**src/rtl/ste_pkg.sv**
```systemverilog
// Shared types and constants for the scene table engine.
`default_nettype none
package ste_pkg;
   typedef enum logic [2:0] {
      OP_ADD = 3'd0, OP_VIEW = 3'd1, OP_REMOVE = 3'd2, OP_REMOVE_ALL = 3'd3,
      OP_STORE = 3'd4, OP_RECALL = 3'd5, OP_MEMBER = 3'd6, OP_NONE = 3'd7
   } op_type;

   typedef enum logic [1:0] {
      ST_OK = 2'd0, ST_INVALID = 2'd1, ST_NOT_FOUND = 2'd2, ST_NO_SPACE = 2'd3
   } status_type;

   typedef enum logic [2:0] {
      S_IDLE, S_SCAN, S_ACT, S_RD, S_OUT, S_LIST
   } state_type;

   localparam logic [15:0] CL_ON_OFF = 16'h0006;
   localparam logic [15:0] CL_LEVEL  = 16'h0008;
   localparam logic [3:0]  EXT_FULL  = 4'd8;

   // Controller to datapath commands.
   typedef struct packed {
      logic capture;  // latch the request
      logic clr_scan; // restart the scan index
      logic scan;     // examine one entry
      logic act;      // perform the write or clear for the command
      logic rd;       // issue a read of the found entry
      logic emit;     // drive a single result
      logic lst_rst;  // restart the listing index
      logic lst_step; // emit one listed scene and advance
   } cmd_type;

   // Datapath to controller status.
   typedef struct packed {
      logic   scan_done;
      logic   lst_more;
      logic   has_list;
      op_type op;
   } stat_type;
endpackage
`default_nettype wire

```
**src/rtl/ste_ctrl.sv**
```systemverilog
// Command sequencer for the scene table engine.
`default_nettype none
module ste_ctrl (
   input  wire logic              clock,
   input  wire logic              reset,
   input  wire logic              start,
   output logic                   busy,
   input  ste_pkg::stat_type      stat,
   output ste_pkg::cmd_type       cmd
);
   import ste_pkg::*;
   state_type state_ff, state_in;

   always_ff @(posedge clock) begin
      if (reset) state_ff <= S_IDLE;
      else       state_ff <= state_in;
   end

   always_comb begin
      state_in = state_ff;
      cmd      = '0;
      busy     = (state_ff != S_IDLE);
      unique case (state_ff)
         S_IDLE: if (start) begin
            cmd.capture  = 1'b1;
            cmd.clr_scan = 1'b1;
            state_in     = S_SCAN;
         end
         S_SCAN: begin
            cmd.scan = 1'b1;
            if (stat.scan_done) state_in = S_ACT;
         end
         S_ACT: begin
            if (stat.op == OP_NONE) state_in = S_IDLE;
            else if (stat.op == OP_MEMBER) begin
               cmd.lst_rst = 1'b1;
               if (stat.has_list) state_in = S_LIST;
               else state_in = S_OUT;
            end else if (stat.op == OP_VIEW || stat.op == OP_RECALL) begin
               cmd.rd   = 1'b1;
               state_in = S_RD;
            end else begin
               cmd.act  = 1'b1;
               state_in = S_OUT;
            end
         end
         S_RD: state_in = S_OUT;
         S_OUT: begin
            cmd.emit = 1'b1;
            state_in = S_IDLE;
         end
         S_LIST: begin
            cmd.lst_step = 1'b1;
            if (!stat.lst_more) state_in = S_IDLE;
         end
         default: state_in = S_IDLE;
      endcase
   end
endmodule
`default_nettype wire

```
**src/rtl/ste_data.sv**
```systemverilog
// Scene table storage, search and result formatting.
`default_nettype none
module ste_data #(
   parameter int ENTRIES = 16,
   parameter int IW      = 4
) (
   input  wire logic                clock,
   input  wire logic                reset,
   input  ste_pkg::cmd_type         cmd,
   output ste_pkg::stat_type        stat,
   input  wire logic [2:0]          req_op,
   input  wire logic [7:0]          req_endpoint,
   input  wire logic [15:0]         req_group_id,
   input  wire logic [7:0]          req_scene_id,
   input  wire logic                req_group_known,
   input  wire logic [15:0]         req_trans_time,
   input  wire logic [7:0]          req_ext_len,
   input  wire logic [63:0]         req_ext_data,
   input  wire logic                req_unicast,
   input  wire logic [7:0]          req_on_off_now,
   input  wire logic [7:0]          req_level_now,
   output logic                     rsp_valid,
   output logic [1:0]               rsp_status,
   output logic                     rsp_respond,
   output logic [15:0]              rsp_resp_group,
   output logic [7:0]               rsp_resp_scene,
   output logic [15:0]              rsp_resp_trans_time,
   output logic [3:0]               rsp_resp_ext_len,
   output logic [63:0]              rsp_resp_ext_data,
   output logic [4:0]               rsp_capacity,
   output logic [4:0]               rsp_list_count,
   output logic [1:0]               rsp_apply_mask,
   output logic [15:0]              rsp_recall_values,
   output logic                     rsp_last
);
   import ste_pkg::*;
   localparam int CW = $clog2(ENTRIES + 1);

   op_type      op_ff;
   logic [7:0]  ep_ff, sc_ff, on_ff, lv_ff;
   logic [15:0] grp_ff, tt_ff;
   logic        known_ff, uni_ff;
   logic [3:0]  elen_ff;
   logic [63:0] edata_ff;

   logic [ENTRIES-1:0] used_ff;
   logic [7:0]         ent_ep_ff [ENTRIES];
   logic [15:0]        ent_grp_ff [ENTRIES];
   logic [7:0]         ent_sc_ff [ENTRIES];
   logic [ENTRIES-1:0] grp_hit_ff; // endpoint and group match, entry in use

   logic [CW-1:0] idx_ff;
   logic          hit_ff, free_ok_ff;
   logic [IW-1:0] hit_idx_ff, free_idx_ff;
   logic [CW-1:0] used_cnt_ff, list_cnt_ff;
   logic [CW-1:0] lidx_ff;

   logic [IW-1:0] cur;
   assign cur = idx_ff[IW-1:0];
   logic ok;
   assign ok = (grp_ff == 16'h0000) || known_ff;

   // Payload stores that are only read at one computed address.
   logic        pay_we;
   logic [IW-1:0] pay_ra;
   logic [83:0] pay_wd, pay_rd;

   logic [IW-1:0] slot;
   logic          slot_ok;
   assign slot_ok = hit_ff || free_ok_ff;
   assign slot = hit_ff ? hit_idx_ff : free_idx_ff;

   logic [63:0] keep_mask;
   always_comb begin
      for (int b = 0; b < 8; b++)
         keep_mask[b*8 +: 8] = (4'(b) < elen_ff) ? 8'hFF : 8'h00;
   end

   logic [63:0] store_data;
   assign store_data = {lv_ff, 8'h01, CL_LEVEL[15:8], CL_LEVEL[7:0],
                        on_ff, 8'h01, CL_ON_OFF[15:8], CL_ON_OFF[7:0]};

   // Store needs the existing transition time; a read-modify-write is avoided
   // by writing the keep path only on the store of a new entry.
   logic store_wr;
   always_comb begin
      pay_we = 1'b0; pay_wd = '0; store_wr = 1'b0;
      pay_ra = hit_idx_ff;
      if (cmd.act && ok && slot_ok) begin
         if (op_ff == OP_ADD) begin
            pay_we = 1'b1;
            pay_wd = {tt_ff, elen_ff, edata_ff & keep_mask};
         end else if (op_ff == OP_STORE) begin
            store_wr = 1'b1;
         end
      end
   end

   // Transition time kept apart so that store can leave it alone.
   logic [67:0] ext_rd;
   logic        ext_we;
   logic [67:0] ext_wd;
   assign ext_we = pay_we || store_wr;
   assign ext_wd = store_wr ? {EXT_FULL, store_data} : pay_wd[67:0];
   ste_ram #(.WIDTH(68), .DEPTH(ENTRIES)) u_ext (
      .clock(clock), .we(ext_we), .waddr(slot), .wdata(ext_wd),
      .raddr(pay_ra), .rdata(ext_rd));

   logic        tt_we;
   logic [15:0] tt_wd, tt_rd;
   assign tt_we = pay_we || (store_wr && !hit_ff);
   assign tt_wd = pay_we ? pay_wd[83:68] : 16'h0000;
   ste_ram #(.WIDTH(16), .DEPTH(ENTRIES)) u_tt (
      .clock(clock), .we(tt_we), .waddr(slot), .wdata(tt_wd),
      .raddr(pay_ra), .rdata(tt_rd));
   assign pay_rd = {tt_rd, ext_rd};

   always_ff @(posedge clock) begin
      if (cmd.capture) begin
         op_ff <= op_type'(req_op);
         ep_ff <= req_endpoint; grp_ff <= req_group_id; sc_ff <= req_scene_id;
         known_ff <= req_group_known; tt_ff <= req_trans_time;
         elen_ff <= (req_ext_len > 8'd8) ? EXT_FULL : req_ext_len[3:0];
         edata_ff <= req_ext_data; uni_ff <= req_unicast;
         on_ff <= req_on_off_now; lv_ff <= req_level_now;
      end
   end

   logic ehit, gmatch;
   assign gmatch = used_ff[cur] && ent_ep_ff[cur] == ep_ff && ent_grp_ff[cur] == grp_ff;
   assign ehit   = gmatch && ent_sc_ff[cur] == sc_ff;

   always_ff @(posedge clock) begin
      if (cmd.clr_scan) begin
         idx_ff <= '0; hit_ff <= 1'b0; free_ok_ff <= 1'b0;
         used_cnt_ff <= '0; list_cnt_ff <= '0;
         hit_idx_ff <= '0; free_idx_ff <= '0;
      end else if (cmd.scan) begin
         idx_ff <= idx_ff + 1'b1;
         grp_hit_ff[cur] <= gmatch;
         if (ehit && !hit_ff) begin hit_ff <= 1'b1; hit_idx_ff <= cur; end
         if (!used_ff[cur] && !free_ok_ff) begin free_ok_ff <= 1'b1; free_idx_ff <= cur; end
         if (used_ff[cur]) used_cnt_ff <= used_cnt_ff + 1'b1;
         if (gmatch && ok) list_cnt_ff <= list_cnt_ff + 1'b1;
      end
   end
   assign stat.scan_done = cmd.scan && (idx_ff == CW'(ENTRIES - 1));
   assign stat.op = op_ff;
   assign stat.has_list = ok && (list_cnt_ff != '0);

   // Table keys and use bits.
   always_ff @(posedge clock) begin
      if (reset) used_ff <= '0;
      else if (cmd.act && ok) begin
         unique case (op_ff)
            OP_ADD, OP_STORE: if (slot_ok) used_ff[slot] <= 1'b1;
            OP_REMOVE_ALL: used_ff <= used_ff & ~grp_hit_ff;
            default: ;
         endcase
      end
      if (!reset && cmd.act && op_ff == OP_REMOVE && hit_ff) used_ff[hit_idx_ff] <= 1'b0;
   end
   always_ff @(posedge clock) begin
      if (cmd.act && ok && slot_ok && (op_ff == OP_ADD || op_ff == OP_STORE)) begin
         ent_ep_ff[slot] <= ep_ff; ent_grp_ff[slot] <= grp_ff; ent_sc_ff[slot] <= sc_ff;
      end
   end

   // Listing walk over matching entries.
   logic [CW-1:0] lnext;
   logic          lfound;
   logic [CW-1:0] emitted_ff;
   always_comb begin
      lnext = CW'(ENTRIES); lfound = 1'b0;
      for (int i = 0; i < ENTRIES; i++)
         if (!lfound && CW'(i) >= lidx_ff && grp_hit_ff[i]) begin
            lfound = 1'b1; lnext = CW'(i);
         end
   end
   always_ff @(posedge clock) begin
      if (cmd.lst_rst) begin lidx_ff <= '0; emitted_ff <= '0; end
      else if (cmd.lst_step) begin
         lidx_ff <= lnext + 1'b1; emitted_ff <= emitted_ff + 1'b1;
      end
   end
   assign stat.lst_more = (emitted_ff + 1'b1) != list_cnt_ff;

   // Recall parse: two records at most.
   logic [1:0]  mask;
   logic [15:0] vals;
   always_comb begin
      logic stop;
      logic [15:0] cl;
      mask = '0; vals = '0; stop = 1'b0;
      for (int r = 0; r < 2; r++) begin
         cl = pay_rd[r*32 +: 16];
         if (!stop && (4'(r*4 + 4) <= pay_rd[67:64])) begin
            if (cl == CL_ON_OFF) begin mask[0] = 1'b1; vals[7:0] = pay_rd[r*32+24 +: 8]; end
            else if (cl == CL_LEVEL) begin mask[1] = 1'b1; vals[15:8] = pay_rd[r*32+24 +: 8]; end
            else stop = 1'b1;
         end else stop = 1'b1;
      end
   end

   logic [4:0] cap;
   assign cap = 5'(CW'(ENTRIES) - used_cnt_ff);

   always_ff @(posedge clock) begin
      if (reset) rsp_valid <= 1'b0;
      else rsp_valid <= cmd.emit || cmd.lst_step;
      rsp_status <= ST_OK; rsp_respond <= 1'b0; rsp_resp_group <= grp_ff;
      rsp_resp_scene <= sc_ff; rsp_resp_trans_time <= '0; rsp_resp_ext_len <= '0;
      rsp_resp_ext_data <= '0; rsp_capacity <= '0; rsp_list_count <= '0;
      rsp_apply_mask <= '0; rsp_recall_values <= '0; rsp_last <= 1'b1;
      unique case (op_ff)
         OP_ADD: begin
            rsp_respond <= 1'b1;
            rsp_status <= !ok ? ST_INVALID : (slot_ok ? ST_OK : ST_NO_SPACE);
         end
         OP_VIEW: begin
            rsp_respond <= 1'b1;
            if (hit_ff) begin
               rsp_resp_trans_time <= pay_rd[83:68];
               rsp_resp_ext_len <= pay_rd[67:64];
               rsp_resp_ext_data <= pay_rd[63:0];
            end else rsp_status <= ok ? ST_NOT_FOUND : ST_INVALID;
         end
         OP_REMOVE: begin
            rsp_respond <= uni_ff;
            if (!hit_ff) rsp_status <= known_ff ? ST_NOT_FOUND : ST_INVALID;
         end
         OP_REMOVE_ALL: begin
            rsp_respond <= uni_ff; rsp_resp_scene <= '0;
            if (!ok) rsp_status <= ST_INVALID;
         end
         OP_STORE: begin
            rsp_respond <= uni_ff;
            rsp_status <= !ok ? ST_INVALID : (slot_ok ? ST_OK : ST_NO_SPACE);
         end
         OP_RECALL: begin
            if (hit_ff) begin rsp_apply_mask <= mask; rsp_recall_values <= vals; end
            else rsp_status <= ST_NOT_FOUND;
         end
         OP_MEMBER: begin
            rsp_capacity <= cap;
            if (!ok) begin
               rsp_status <= ST_INVALID; rsp_respond <= 1'b1; rsp_resp_scene <= '0;
            end else if (cmd.lst_step) begin
               rsp_respond <= 1'b1;
               rsp_resp_scene <= ent_sc_ff[lnext[IW-1:0]];
               rsp_list_count <= 5'(list_cnt_ff);
               rsp_last <= !stat.lst_more;
            end else begin
               rsp_respond <= uni_ff; rsp_resp_scene <= '0;
            end
         end
         default: ;
      endcase
   end

   assert property (@(posedge clock) disable iff (reset)
      cmd.act |-> !(cmd.scan || cmd.emit)) else $error("act overlaps scan or emit");
   assert property (@(posedge clock) disable iff (reset)
      cmd.lst_step |-> lfound) else $error("listing ran past the last match");
   assert property (@(posedge clock) disable iff (reset)
      cmd.capture |=> !rsp_valid) else $error("result during capture");
endmodule
`default_nettype wire

```
**src/rtl/ste_ram.sv**
```systemverilog
// Generic single-write, single-read RAM with registered read data.
`default_nettype none
module ste_ram #(
   parameter int WIDTH = 8,
   parameter int DEPTH = 16
) (
   input  wire logic                     clock,
   input  wire logic                     we,
   input  wire logic [$clog2(DEPTH)-1:0] waddr,
   input  wire logic [WIDTH-1:0]         wdata,
   input  wire logic [$clog2(DEPTH)-1:0] raddr,
   output logic [WIDTH-1:0]              rdata
);
   logic [WIDTH-1:0] mem_ff [DEPTH];
   always_ff @(posedge clock) begin
      if (we) mem_ff[waddr] <= wdata;
      rdata <= mem_ff[raddr];
   end
endmodule
`default_nettype wire

```
**src/rtl/scene_table_engine_unit.sv**
```systemverilog
// Top level of the scene table engine: controller and table datapath.
// A command passes through scan, action and result states; a no-op gives no result;
// view and recall also pass through a read state for the payload RAM read.
// Membership emits one result per cycle after the scan, one per matching scene, or one result if none.
// A new command is accepted only while idle; busy stays high until the last result.
// Synchronous reset clears the use bits and the controller; the receiver cannot stall.
`default_nettype none
module scene_table_engine_unit #(
   parameter int TABLE_ENTRIES = 16
) (
   input  wire logic         clock,
   input  wire logic         reset,
   input  wire logic         start,
   output logic              busy,
   input  wire logic [2:0]   req_op,
   input  wire logic [7:0]   req_endpoint,
   input  wire logic [15:0]  req_group_id,
   input  wire logic [7:0]   req_scene_id,
   input  wire logic         req_group_known,
   input  wire logic [15:0]  req_trans_time,
   input  wire logic [7:0]   req_ext_len,
   input  wire logic [63:0]  req_ext_data,
   input  wire logic         req_unicast,
   input  wire logic [7:0]   req_on_off_now,
   input  wire logic [7:0]   req_level_now,
   output logic              rsp_valid,
   output logic [1:0]        rsp_status,
   output logic              rsp_respond,
   output logic [15:0]       rsp_resp_group,
   output logic [7:0]        rsp_resp_scene,
   output logic [15:0]       rsp_resp_trans_time,
   output logic [3:0]        rsp_resp_ext_len,
   output logic [63:0]       rsp_resp_ext_data,
   output logic [4:0]        rsp_capacity,
   output logic [4:0]        rsp_list_count,
   output logic [1:0]        rsp_apply_mask,
   output logic [15:0]       rsp_recall_values,
   output logic              rsp_last
);
   import ste_pkg::*;

   // The controller only sees status; the datapath holds all table state.
   cmd_type  cmd;
   stat_type stat;

   ste_ctrl u_ctrl (
      .clock(clock), .reset(reset), .start(start), .busy(busy),
      .stat(stat), .cmd(cmd));

   // A transfer is accepted when start is high while busy is low.
   ste_data #(.ENTRIES(TABLE_ENTRIES), .IW($clog2(TABLE_ENTRIES) > 0 ?
              $clog2(TABLE_ENTRIES) : 1)) u_data (
      .clock(clock), .reset(reset), .cmd(cmd), .stat(stat),
      .req_op(req_op), .req_endpoint(req_endpoint), .req_group_id(req_group_id),
      .req_scene_id(req_scene_id), .req_group_known(req_group_known),
      .req_trans_time(req_trans_time), .req_ext_len(req_ext_len),
      .req_ext_data(req_ext_data), .req_unicast(req_unicast),
      .req_on_off_now(req_on_off_now), .req_level_now(req_level_now),
      .rsp_valid(rsp_valid), .rsp_status(rsp_status), .rsp_respond(rsp_respond),
      .rsp_resp_group(rsp_resp_group), .rsp_resp_scene(rsp_resp_scene),
      .rsp_resp_trans_time(rsp_resp_trans_time), .rsp_resp_ext_len(rsp_resp_ext_len),
      .rsp_resp_ext_data(rsp_resp_ext_data), .rsp_capacity(rsp_capacity),
      .rsp_list_count(rsp_list_count), .rsp_apply_mask(rsp_apply_mask),
      .rsp_recall_values(rsp_recall_values), .rsp_last(rsp_last));
endmodule
`default_nettype wire
```
**config.mk**
```make
export PLATFORM = sky130hd
export DESIGN_NAME = scene_table_engine_unit
export DESIGN_NICKNAME = d
export VERILOG_FILES = /design/src/rtl/ste_pkg.sv /design/src/rtl/ste_ctrl.sv /design/src/rtl/ste_data.sv /design/src/rtl/ste_ram.sv /design/src/rtl/scene_table_engine_unit.sv
export SDC_FILE = /design/constraint.sdc
export NUM_CORES = 2
export LEC_CHECK = 0
export BUFFER_PORTS_ARGS = -buffer_cell sky130_fd_sc_hd__buf_2
export CAP_MARGIN = 15
export CORE_MARGIN = 10
export CORE_UTILIZATION = 30
export CTS_CLUSTER_SIZE = 20
export DETAILED_ROUTE_END_ITERATION = 7
export GPL_TIMING_DRIVEN = 1
export MAX_ROUTING_LAYER = met4
export SETUP_SLACK_MARGIN = 0.15
export SLEW_MARGIN = 30
export SYNTH_ARGS = -nofsm -noshare
export SYNTH_HDL_FRONTEND = slang
export SYNTH_SLANG_ARGS = --single-unit
```
**constraint.sdc**
```tcl
create_clock -name clock -period 17.32 [get_ports clock]
set_clock_uncertainty 0.05 [all_clocks]
set_input_delay 3.464 -clock clock [delete_from_list [all_inputs] [get_ports clock]]
set_output_delay 3.464 -clock clock [all_outputs]
set_load 0.05 [all_outputs]
```
# Word level (Yosys, flattened, before mapping)
# Memory sizes are Yosys's and may differ from the RTL's. A register that Yosys moved wholly into a read port is not among the register bits.
# Index checks and enable logic that the tools add are counted.
[word_totals]
ram_bits = 1856
elab_cells = 337
memories = 5
reg_bits = 348
out_inout_bits = 142
[memory_table]
columns = ["name", "words", "width", "read_ports", "rd_clocked_by_memory_dff", "write_ports", "line", "text"]
rows = [
  ["u_data.u_ext.mem_ff", 16, 68, 1, 1, 1, "ste_ram.sv:14", "logic [WIDTH-1:0] mem_ff [DEPTH];"],
  ["u_data.ent_grp_ff", 16, 16, 1, 1, 1, "ste_data.sv:48", "logic [15:0] ent_grp_ff [ENTRIES];"],
  ["u_data.u_tt.mem_ff", 16, 16, 1, 1, 1, "ste_ram.sv:14", ""],
  ["u_data.ent_ep_ff", 16, 8, 1, 1, 1, "ste_data.sv:47", "logic [7:0] ent_ep_ff [ENTRIES];"],
  ["u_data.ent_sc_ff", 16, 8, 2, 1, 1, "ste_data.sv:49", "logic [7:0] ent_sc_ff [ENTRIES];"],
]
[op_classes]
mux = 130
n_reduce_logical = 96
n_lt_le_gt_ge = 33
addsub = 6
bitwise = 7
n_eq_ne = 24
[ops]
columns = ["cell", "count"]
rows = [
  ["two-way mux 84 bit", 2],
  ["two-way mux 8 bit", 16],
  ["two-way mux 16 bit", 7],
  ["two-way mux 5 bit", 16],
  ["two-way mux 68 bit", 1],
  ["bitwise AND 64 bit", 1],
  ["two-way mux 1 bit", 51],
  ["logical AND 1 bit", 50],
  ["greater-or-equal comparator 4 x 5 -> 1 bit (first input constant)", 8],
  ["bitwise AND 16 bit", 2],
  ["== test 16 x 3 -> 1 bit (second input constant)", 2],
  ["== test 16 x 4 -> 1 bit (second input constant)", 2],
  ["NOT 16 bit", 2],
  ["case mux 16 bit (2 select lines)", 1],
  ["two-way mux 2 bit", 14],
  ["two-way mux 4 bit", 7],
  ["adder 5 x 1 -> 5 bit (second input constant)", 5],
  ["logical NOT 1 bit", 21],
  ["greater-or-equal comparator 3 x 5 -> 1 bit (first input constant)", 4],
  ["== test 3 bit (second input constant)", 6],
  ["two-way mux 3 bit", 6],
  ["bitwise mux 16 bit", 1],
  ["== test 16 bit", 1],
  ["== test 8 bit", 2],
  ["33 further kinds", 68],
]

# Logic depth before layout (Yosys ltp)
# An unclocked memory read counts as a cell.
[depth]
word_depth = 67
mapped_depth = 14
mapped_depth_nobuf = 10

# By module
# Synthesis repeated with hierarchy kept, for this count alone.
[hier_totals]
hier_cells = 4381
area_unflattened_um2 = 86380.3
[modules_own_cells]
columns = ["mod", "area_each_um2", "seq_area_each_um2", "n_inst", "cells_each"]
rows = [
  ["ste_ram at u_data.u_ext", 41980.3, 34032.6, 1, 1750],
  ["ste_data", 34119.0, 23892.9, 1, 2166],
  ["ste_ram at u_data.u_tt", 10043.4, 8007.7, 1, 432],
  ["ste_ctrl", 237.7, 60.1, 1, 33],
]

# Worst setup path after synthesis
# No wires, ideal clock.
[synth_path]
path_type = "input to register"
startpoint = "input start"
endpoint = "register u_data.edata_ff[0] (enable)"
slack_ps = 8967
path_stages = 3
arrival_time_ps = 7748
setup_ps = 555
cell_sequence = "inv_1 nor2_1 clkbuf_1"
[synth_between]
elab_chain_cells = 2
[synth_rtl]
columns = ["item", "line", "text"]
rows = [
  ["start: declaration", "scene_table_engine_unit.sv:13", "input wire logic start,"],
  ["two-way mux 2 bit", "ste_ctrl.sv:24", "S_IDLE: if (start) begin"],
  ["two-way mux 2 bit", "ste_ctrl.sv:23", "unique case (state_ff)"],
  ["end signal: assignment", "ste_data.sv:124", "edata_ff <= req_ext_data; uni_ff <= req_unicast;"],
  ["end: declaration", "ste_data.sv:44", "logic [63:0] edata_ff;"],
]
# Every way passes these cells.
# A chain may end at the register's enable or synchronous reset.

# Worst setup path in the final report
[layout_path]
startpoint = "register u_ctrl.state_ff[1]"
endpoint = "output busy"
[layout_between]
elab_chain_cells = 1
[layout_rtl]
columns = ["item", "line", "text"]
rows = [
  ["start: declaration", "ste_ctrl.sv:12", "state_type state_ff, state_in;"],
  ["start signal: assignment", "ste_ctrl.sv:16", "else state_ff <= state_in;"],
  ["nonzero test 3 bit", "ste_ctrl.sv:22", "busy = (state_ff != S_IDLE);"],
  ["end: declaration", "scene_table_engine_unit.sv:14", "output logic busy,"],
]
# Every way passes these cells.

==> out/results.ini <==
[layout]
multi_input_comb_area_um2=20300
layout-drive-gt1-share_pct=28.7
final_common_cell=edfxtp_1
nets=4806
finalNonFillerCells=8652
regArea_um2=66000
syn_to_final_growth_pct=16.6
most-common-layout-cells=2,009 x edfxtp_1, 545 x mux4_2, 285 x buf_2, 276 x dfxtp_1, 236 x clkbuf_16
fillers=26693

[route]
firstDrtPassIters=5
vias=43426
route.detailed.drc=0
drt_iter0_drc=4917
vias_per_cell=5.02
routed_wl_um=229000
antenna_left=0
wire_per_inst_um=26.4

[synthesis]
synth_edf_count=2009
ys_types=78
ys.warnings.count=0
syn-cell-area_um2=87000
syn_nets=4393
syn-instance-count=4238
ys.flop_type=edfxtp_1
syn-mean-instance-area_um2=20.5
synth-seq-cells=2292
async_reset_ff_share_pct=0
seq_area_frac_synth_pct=75.9

[grt]
grt_first_pass_wirelength_um=325000
grt_pass1_vias=44078
met3_usage_pct=3.10
grt_usage_pct=14.6
grt_busiest_layer=met2
gr-total-overflow=0
antenna_found_initial=37
grt_start_max_net_pins=141
met1_usage_pct=19.5
global_route.usage.met2_pct=22.7

[cts]
path_clk_slew_ns=0.07
post_cts_buffers=0
numCtsBuffers=235
cts.sinks=2292
ctsHtreeMaxLevel=4
cts_tree=built
clock_latency_ns=0.93
cts.repair.resized=0
root_buffer=clkbuf_16
ctsHoldBuffers=0
clockBufferDepth=4

[critical_path]
crit_end=busy
reg2reg_to=u_data.u_ext.mem_ff[1][43]$_DFFE_PP_
cp_max_fo=9
crit_arrival_ns=2.31
worst-setup-path-type=flop to output port
regToRegSetupSlack_ns=11.86
reg2regPathDepth=9
end_kind=output port
r2r_start=u_data.grp_ff[8]$_DFFE_PP_
crit_start=u_ctrl.state_ff[1]$_SDFFE_PP0P_
cp-start-kind=flop
critPathRequiredTime_ns=13.81

[die]
dieArea_um2=312000
num_rows=197
coreArea_um2=288000
die_h_um=558
die_x_um=558
pin_count=286
start_util_pct=30.2

[placement]
dp.cells=8195
pre_cts_ws_ns=11.37
hpwlAfterDp_um=131000
gp_congestion=0.810
numPortBuffers=285

[power_and_ir_drop]
peakVddDrop_v=0.0000874
p_per_area_nw_per_um2=114
leakagePower_uw=0.0357

[status]
outcome=finished clean

[sta]
fin_crit_ns=5.83
rsz0062_at_grt=no
fin_setup_tns_ns=0
final-max-slew-violation-count=0
finalCritPeriodShare_pct=33.6
tightest_slew_ns=1.03
finalWorstSetupSlack_ns=11.49
relSlewSlack_pct=31.2
setup_viol=0
max_freq_ghz=0.172
hold_viol=0

[hold_path]
min_path_type=flop to flop

[flow_run]
drv_cap=0

## routing by layer
metal  part of all wire [%]  vias to the layer above
li1                       -                    18235
met1                     42                    22970
met2                     48                     1867
met3                    8.2                      354
met4                    2.6                        0
met5                      0                        -
## flip-flops by register name, summed over array words and instances, names as in the netlist, 64 cells and up, named ones only
register and cells:
u_data.ent_ep_ff 128, u_data.edata_ff 64, u_data.u_tt.mem_ff 256, u_data.u_ext.rdata 68, u_data.u_ext.mem_ff 1088, u_data.ent_sc_ff 128, u_data.rsp_resp_ext_data 64, u_data.ent_grp_ff 256
## power by group
| group | switching (uW) | internal [uW] |
|---|---|---|
| clock | 2160 | 2950 |
| combinational | 254 | 196 |
| sequential | 64.2 | 5980 |
## metrics by stage
| step | utilization (%) | hold slack, ns | cell area, um2 | total power, uW |
|---|---|---|---|---|
| CTS | 35.2 | 0.356 | 101000 | 11700 |
| global placement | 32.4 | 0.369 | 93400 | 6610 |
| detailed placement | 32.4 | 0.362 | 93500 | 6610 |
| floorplan | - | 0.356 | 87000 | 6470 |
| finish | 35.2 | 0.359 | 101000 | 11600 |
| global route | 35.2 | 0.370 | 101000 | 12000 |
## worst max-delay path, stage by stage (launching register included)
cell     delay, ns
dfxtp_1       0.45
or3_1         0.57
buf_2         0.43
## cell type report
cell class	instances	share of cell area, %
Multi-Input combinational cell	1704	20.0
Tap cell	3781	4.66
Antenna cell	16	0.0395
Timing Repair Buffer	385	2.29
Clock inverter	116	1.35
Inverter	33	0.132
Sequential cell	2292	65.1
Clock buffer	325	6.40
## cells in the mapped netlist (6+ instances only)
master    instances  share of area, %
nor4_1           13             0.094
and3_1           46              0.33
nand4_1          22              0.16
a21oi_1          70              0.40
mux2i_1         142               1.6
clkbuf_1        119              0.51
a31oi_1          10             0.072
xnor2_1          25              0.25
or2_2             6             0.043
and2_1          134              0.96
nand2_1         111              0.48
mux4_1            7              0.21
buf_1            45              0.19
nand2b_1         12             0.086
nor2_1          159              0.69
buf_2            29              0.17
a32oi_1           6             0.060
o21ai_0          39              0.22
nor2b_1          22              0.16
nor3_1           51              0.29
mux2_2           12              0.16
nor3b_1          19              0.16
ha_1             11              0.16
nand3_1          36              0.21
a21boi_0          6             0.052
dfxtp_1         283               6.5
o22ai_1           7             0.050
a221oi_1          8             0.081
o211ai_1          6             0.052
edfxtp_1       2009                69
mux4_2          545                14
or3_1             6             0.043
inv_1            32              0.14
a22o_1            6             0.060
xor2_1           21              0.21
buf_4            10             0.086
a211oi_1         22              0.19
a22oi_1          55              0.47
## worst min path at each step
stage / startpoint / to / slack (ns) / cells past startpoint
2_1_floorplan: u_data.u_ext.rdata[16]$_DFF_P_ / u_data.rsp_resp_ext_data[16]$_SDFF_PN0_ / 0.36 / 1
3_3_place_gp: u_data.u_tt.rdata[10]$_DFF_P_ / u_data.rsp_resp_trans_time[10]$_SDFF_PN0_ / 0.37 / 1
3_5_place_dp: u_data.u_ext.rdata[52]$_DFF_P_ / u_data.rsp_resp_ext_data[52]$_SDFF_PN0_ / 0.36 / 1
4_1_cts: u_data.u_ext.rdata[49]$_DFF_P_ / u_data.rsp_resp_ext_data[49]$_SDFF_PN0_ / 0.36 / 1
5_1_grt: u_data.u_ext.rdata[49]$_DFF_P_ / u_data.rsp_resp_ext_data[49]$_SDFF_PN0_ / 0.37 / 1
6_report: u_data.u_ext.rdata[49]$_DFF_P_ / u_data.rsp_resp_ext_data[49]$_SDFF_PN0_ / 0.36 / 1
## logic make-up after synthesis
| group | count (synthesis) | share of synthesized area (%) |
|---|---|---|
| AND/OR/NAND/NOR | 663 | 4.01 |
| buffers and inverters | 242 | 1.21 |
| XOR/XNOR | 46 | 0.463 |
| adder cells (fa/ha/maj) | 11 | 0.158 |
| AO/OA/AOI/OAI | 276 | 2.15 |
| multiplexers | 708 | 16.1 |
| flip-flops | 2292 | 75.9 |
(Power assumes the default switching activity.)
